## config.mk

```make
export PLATFORM = sky130hd
export DESIGN_NAME = fatc_ctrl
export DESIGN_NICKNAME = d
export VERILOG_FILES = /design/src/hw/rtl/fatc_pkg.sv /design/src/hw/rtl/fatc_ctrl.sv
export SDC_FILE = /design/constraint.sdc
export NUM_CORES = 1
export LEC_CHECK = 0
export ABC_AREA = 1
export BUFFER_PORTS_ARGS = -buffer_cell sky130_fd_sc_hd__buf_4
export CORE_AREA = 8 8 45 47
export CTS_BUF_LIST = sky130_fd_sc_hd__clkbuf_2 sky130_fd_sc_hd__clkbuf_4 sky130_fd_sc_hd__clkbuf_8
export CTS_CLUSTER_DIAMETER = 150
export CTS_CLUSTER_SIZE = 25
export DETAILED_ROUTE_END_ITERATION = 7
export DIE_AREA = 0 0 53 55
export SLEW_MARGIN = 20
export SYNTH_ARGS = -nofsm -noshare
export SYNTH_HDL_FRONTEND = slang
export SYNTH_SLANG_ARGS = --single-unit
```

## constraint.sdc

```tcl
create_clock -name clk -period 0.93 [get_ports clk]
set_clock_uncertainty 0.15 [all_clocks]
set_input_delay 0.0465 -clock clk [delete_from_list [all_inputs] [get_ports clk]]
set_output_delay 0.0465 -clock clk [all_outputs]
set_load 0.1 [all_outputs]
```

## src/hw/rtl/fatc_pkg.sv

```systemverilog
// Shared types and constants for the file access tier classifier.
package fatc_pkg;

    localparam int OPCODE_W = 2;
    localparam int KEY_W    = 32;
    localparam int TICK_W   = 64;
    localparam int CFG_W    = 32;
    localparam int CFG_IDX_W = 2;
    localparam int STATUS_W = 2;
    localparam int INDEX_W  = 9;
    localparam int SWEEP_W  = 10;
    localparam int S_DATA_W = 104;
    localparam int M_DATA_W = 32;

    localparam logic [OPCODE_W-1:0] OP_REGISTER = 2'd0;
    localparam logic [OPCODE_W-1:0] OP_ACCESS   = 2'd1;
    localparam logic [OPCODE_W-1:0] OP_OPTIMIZE = 2'd2;

    localparam logic [STATUS_W-1:0] ST_OK        = 2'd0;
    localparam logic [STATUS_W-1:0] ST_FULL      = 2'd1;
    localparam logic [STATUS_W-1:0] ST_NOT_FOUND = 2'd2;

    localparam logic [1:0] TIER_HOT  = 2'd0;
    localparam logic [1:0] TIER_WARM = 2'd1;
    localparam logic [1:0] TIER_COLD = 2'd2;

    localparam logic [CFG_IDX_W-1:0] CFG_HOT_COUNT_MIN  = 2'd0;
    localparam logic [CFG_IDX_W-1:0] CFG_COLD_COUNT_MAX = 2'd1;
    localparam logic [CFG_IDX_W-1:0] CFG_HOT_AGE_LIMIT  = 2'd2;
    localparam logic [CFG_IDX_W-1:0] CFG_COLD_AGE_LIMIT = 2'd3;

    localparam logic [CFG_W-1:0] RST_HOT_COUNT_MIN  = 32'd10;
    localparam logic [CFG_W-1:0] RST_COLD_COUNT_MAX = 32'd2;
    localparam logic [CFG_W-1:0] RST_HOT_AGE_LIMIT  = 32'd1000;
    localparam logic [CFG_W-1:0] RST_COLD_AGE_LIMIT = 32'd100000;

    localparam logic [31:0] COUNT_MAX = 32'hFFFF_FFFF;

    typedef struct packed {
        logic [KEY_W-1:0]  key;
        logic [31:0]       count;
        logic [TICK_W-1:0] tick;
        logic [1:0]        tier;
        logic              comp;
    } entry_t;

    // controller -> datapath
    typedef struct packed {
        logic capture;
        logic start;
        logic step;
        logic out_load;
    } dp_cmd_t;

    // datapath -> controller
    typedef struct packed {
        logic scan_done;
    } dp_stat_t;

endpackage

```

## src/hw/rtl/fatc_ctrl.sv

```systemverilog
// Sequencer for the classifier: accept, scan, deliver.
module fatc_ctrl (
    input  logic              clk,
    input  logic              rst_n,
    input  logic              s_tvalid,
    output logic              s_tready,
    output logic              m_tvalid,
    input  logic              m_tready,
    output fatc_pkg::dp_cmd_t cmd,
    input  fatc_pkg::dp_stat_t stat
);
    import fatc_pkg::*;

    localparam logic [1:0] S_IDLE = 2'd0;
    localparam logic [1:0] S_SCAN = 2'd1;
    localparam logic [1:0] S_FIN  = 2'd2;

    logic [1:0] state_reg, state_next;
    logic       out_vld_reg, out_vld_next;
    logic       out_free;

    assign s_tready = (state_reg == S_IDLE);
    assign m_tvalid = out_vld_reg;
    assign out_free = !out_vld_reg || m_tready;

    always_comb
    begin
        state_next   = state_reg;
        cmd          = '0;
        unique case (state_reg)
            S_IDLE:
            begin
                if (s_tvalid)
                begin
                    cmd.capture = 1'b1;
                    cmd.start   = 1'b1;
                    state_next  = S_SCAN;
                end
            end
            S_SCAN:
            begin
                if (stat.scan_done)
                    state_next = S_FIN;
                else
                    cmd.step = 1'b1;
            end
            S_FIN:
            begin
                if (out_free)
                begin
                    cmd.out_load = 1'b1;
                    state_next   = S_IDLE;
                end
            end
            default: state_next = S_IDLE;
        endcase
    end

    always_comb
    begin
        if (cmd.out_load)
            out_vld_next = 1'b1;
        else if (m_tready)
            out_vld_next = 1'b0;
        else
            out_vld_next = out_vld_reg;
    end

    always_ff @(posedge clk or negedge rst_n)
    begin
        if (!rst_n)
        begin
            state_reg   <= S_IDLE;
            out_vld_reg <= 1'b0;
        end
        else
        begin
            state_reg   <= state_next;
            out_vld_reg <= out_vld_next;
        end
    end

`ifndef ASSERT_OFF
    // a result is only loaded into a free output slot
    a_load_free: assert property (@(posedge clk) disable iff (!rst_n)
        cmd.out_load |-> (!out_vld_reg || m_tready))
        else $error("result loaded over a pending beat");
    // every scan is followed by a delivery state before the next accept
    a_scan_to_fin: assert property (@(posedge clk) disable iff (!rst_n)
        (state_reg == S_SCAN && stat.scan_done) |=> (state_reg == S_FIN))
        else $error("scan did not finish into delivery");
    // no new beat taken while a scan runs
    a_no_accept_busy: assert property (@(posedge clk) disable iff (!rst_n)
        (state_reg == S_SCAN) |-> !s_tready)
        else $error("input accepted during scan");
`endif

endmodule

```

==> metrics.md <==
| Metric | Value |
|---|---|
| Initial antenna violation count | `0` |
| Worst path cell trace | `nor2_4 -> nand2_2 -> clkinvlp_4 -> buf_12` |
| Cell area after synthesis | `162.7 sq um` |
| Minimum clock period | `between 1 and 1.5 ns` |
| Largest net degree at the start of global routing | `6` |
| DP HPWL | `401.4 microns` |
| Routed WL | `528 microns` |
| Routed Antenna Nets | `0` |
| Reg clk slew, reported paths | `0.04 ns` |
| M1 WL | `155 microns` |
| NumNets Final | `53` |
| Clock sinks | `3` |
| P&R area growth vs syn | `207.7%` |
| CTS HTree Levels | `1` |
| Tot GR Track Use | `~4.2%` |
| RSZ-0062 raised after global routing | `true` |
| Failing checks | `negative hold slack, negative setup slack` |
| Outcome | `complete, but fails checks` |
| Grt total ovfl | `0` |
| Register area | `80.08 sq um` |
| Hold WC Path Type | `in2async` |
| Max reg flops | `2` |
| Worst rel slew slack | `88.69%` |
| Syn_nets | `27` |
| First-pass GRT wire length | `807 microns` |
| Initial Utilization | `between 10% and 20%` |
| Std-Cell Rows | `14` |
| Max frequency | `742.2 MHz` |
| Final hold vios | `3` |
| Diode count | `0` |
| Synthesized instance count | `22` |
| Max cap viols | `0` |
| Final WS setup | `-0.4173 ns` |
| Avg Cell Area, Syn | `7.393 sq um` |
| FF+latch count, synth | `3` |
| Chip Width | `53 microns` |
| CP arrival | `1.15 ns` |
| Routed len/inst | `8.381 microns` |
| Post-route cell area | `500.5 sq um` |
| DR vias | `between 200 and 250` |
| CTS tree | `yes` |
| R2R Path Start | `state_reg[1]$_DFFE_PN0P_` |
| Met2 WL | `319 microns` |
| Final setup vio count | `9` |
| WL met3 | `54 microns` |
| Largest stage delay on the critical path | `around 0.42 ns` |
| Post-synthesis cell type count | `9` |
| Worst path bufs/invs | `2` |
| DRC violations left | `0` |
| Critical path class | `reg2out` |
| Register area share after synthesis | `46.15%` |
| Actual slew at the worst max-slew pin | `0.1697 ns` |
| Layout cells sized above 1 | `78.72%` |
| Worst setup EP type | `output port` |
| Setup crit start | `state_reg[1]$_DFFE_PN0P_` |
| Tcrit/Tclk final | `144.9%` |
| CTS buffer count | `3` |
| Worst hold slack | `-0.007368 ns` |
| Footprint of the multi-input gates | `about 80 sq um` |
| Family with the most delay on the worst path | `flip-flops` |
| Largest fanout on the critical path | `3` |
| Yosys warns | `0` |
| Number of global-route vias before repair | `~230` |
| Clk_lat worst skew | `0.23 ns` |
| Startpoint Class | `register` |
| Clock tree buffer depth | `2` |
| Highest metal used | `met3` |
| Fill cells | `143` |
| Die H | `55 microns` |
| Vias per cell | `3.365` |
| Worst Path Required | `0.73 ns` |
| Core Footprint | `1384 sq um` |
| Pre-antenna DRT Iters | `2` |
| Root Driver | `clkbuf_4` |
| GP Congestion | `roughly 0.62` |
| Count of pins over their slew limit | `0` |
| Port bufs | `10` |
| IO Pins | `11` |
| Area post-placement | `a little over 300 sq um` |
| Die area | `2915 sq um` |
| Drt initial violations | `4` |
| Slowest cell on the critical path | `dfrtp_1` |
-- metal layers --
layer,vias to the layer above,GRT usage [%]
li1,111,-
met1,95,2.283
met2,6,7.813
met3,0,2.674
met4,0,5.172
met5,-,0
-- through the flow --
step                      hold WS (ns)  TNS [ns]  cells  util (%)  setup WS, ns
after floorplan                -0.3991    -3.196     22         -       -0.9609
after global placement         -0.3120    -1.293     51     21.79       -0.2546
after detailed placement       -0.3129    -1.410     51     21.79       -0.2608
after CTS                     -0.09413    -2.744     61     34.27       -0.4263
after global routing          0.001359    -3.253     63     36.17       -0.4891
final                        -0.007368    -2.782     63     36.17       -0.4173
-- kinds of logic after synthesis --
group,count (synthesis),synth area share [%]
and+or+nand+nor,11,30.00
buffers and inverters,7,20.77
DFF,3,46.15
AOI/OAI and AO/OA,1,3.074
-- timing repair --
item,in CTS,in global routing
hold endpoints to repair,5,1
setup buffers,5,1
pin swaps,1,0
setup endpoints to repair,9,9
hold buffers,2,1
gates resized for setup,24,4
-- layout make-up --
class                      instances  share of cell area, %
clock buffer                       4                  6.000
inverter                           5                  5.750
multi-input combinational         12                  15.75
sequential                         3                  16.00
tap                               16                  4.000
timing repair buffer              23                  52.50
-- Yosys cell counts, drive strengths merged --
cell type	number	area share, %
nand2	5	12
nand3b	1	4.6
buf	2	9.2
inv	5	12
o21ai	1	3.1
nand3	1	3.1
nor2	4	11
dfrtp	3	46
-- path summary, 6_finish.rpt --
kind | to | slack, ns | depth (start not counted)
max in group asynchronous | m_tvalid$_DFFE_PN0P_ | 0.53 | 2
max | cmd[2] | -0.42 | 4
min reg2reg | state_reg[1]$_DFFE_PN0P_ | 0.45 | 2
min in group clk | state_reg[1]$_DFFE_PN0P_ | 0.02 | 5
min | state_reg[1]$_DFFE_PN0P_ | -0.007 | 2
max reg2reg | state_reg[0]$_DFFE_PN0P_ | -0.22 | 5
-- cells in the final DEF (no fill, tap or decap) --
cell type,Yosys,routed
clkbuf_4,0,4
nand2_2,0,3
buf_4,2,12
nor2_4,0,2
nand3b_1,1,1
buf_12,0,6
nor2_2,1,2
buf_6,0,2
inv_2,0,1
inv_4,0,1
dfrtp_2,0,1
dlygate4sd3_1,0,3
o21ai_1,0,1
dfrtp_4,0,1
dfrtp_1,3,1
clkinvlp_4,0,2
nand2_1,5,2
inv_1,5,1
nand3_1,1,1
Power is not shown: default switching activity piles up to over one toggle a cycle in this logic, so the estimate is an artifact.
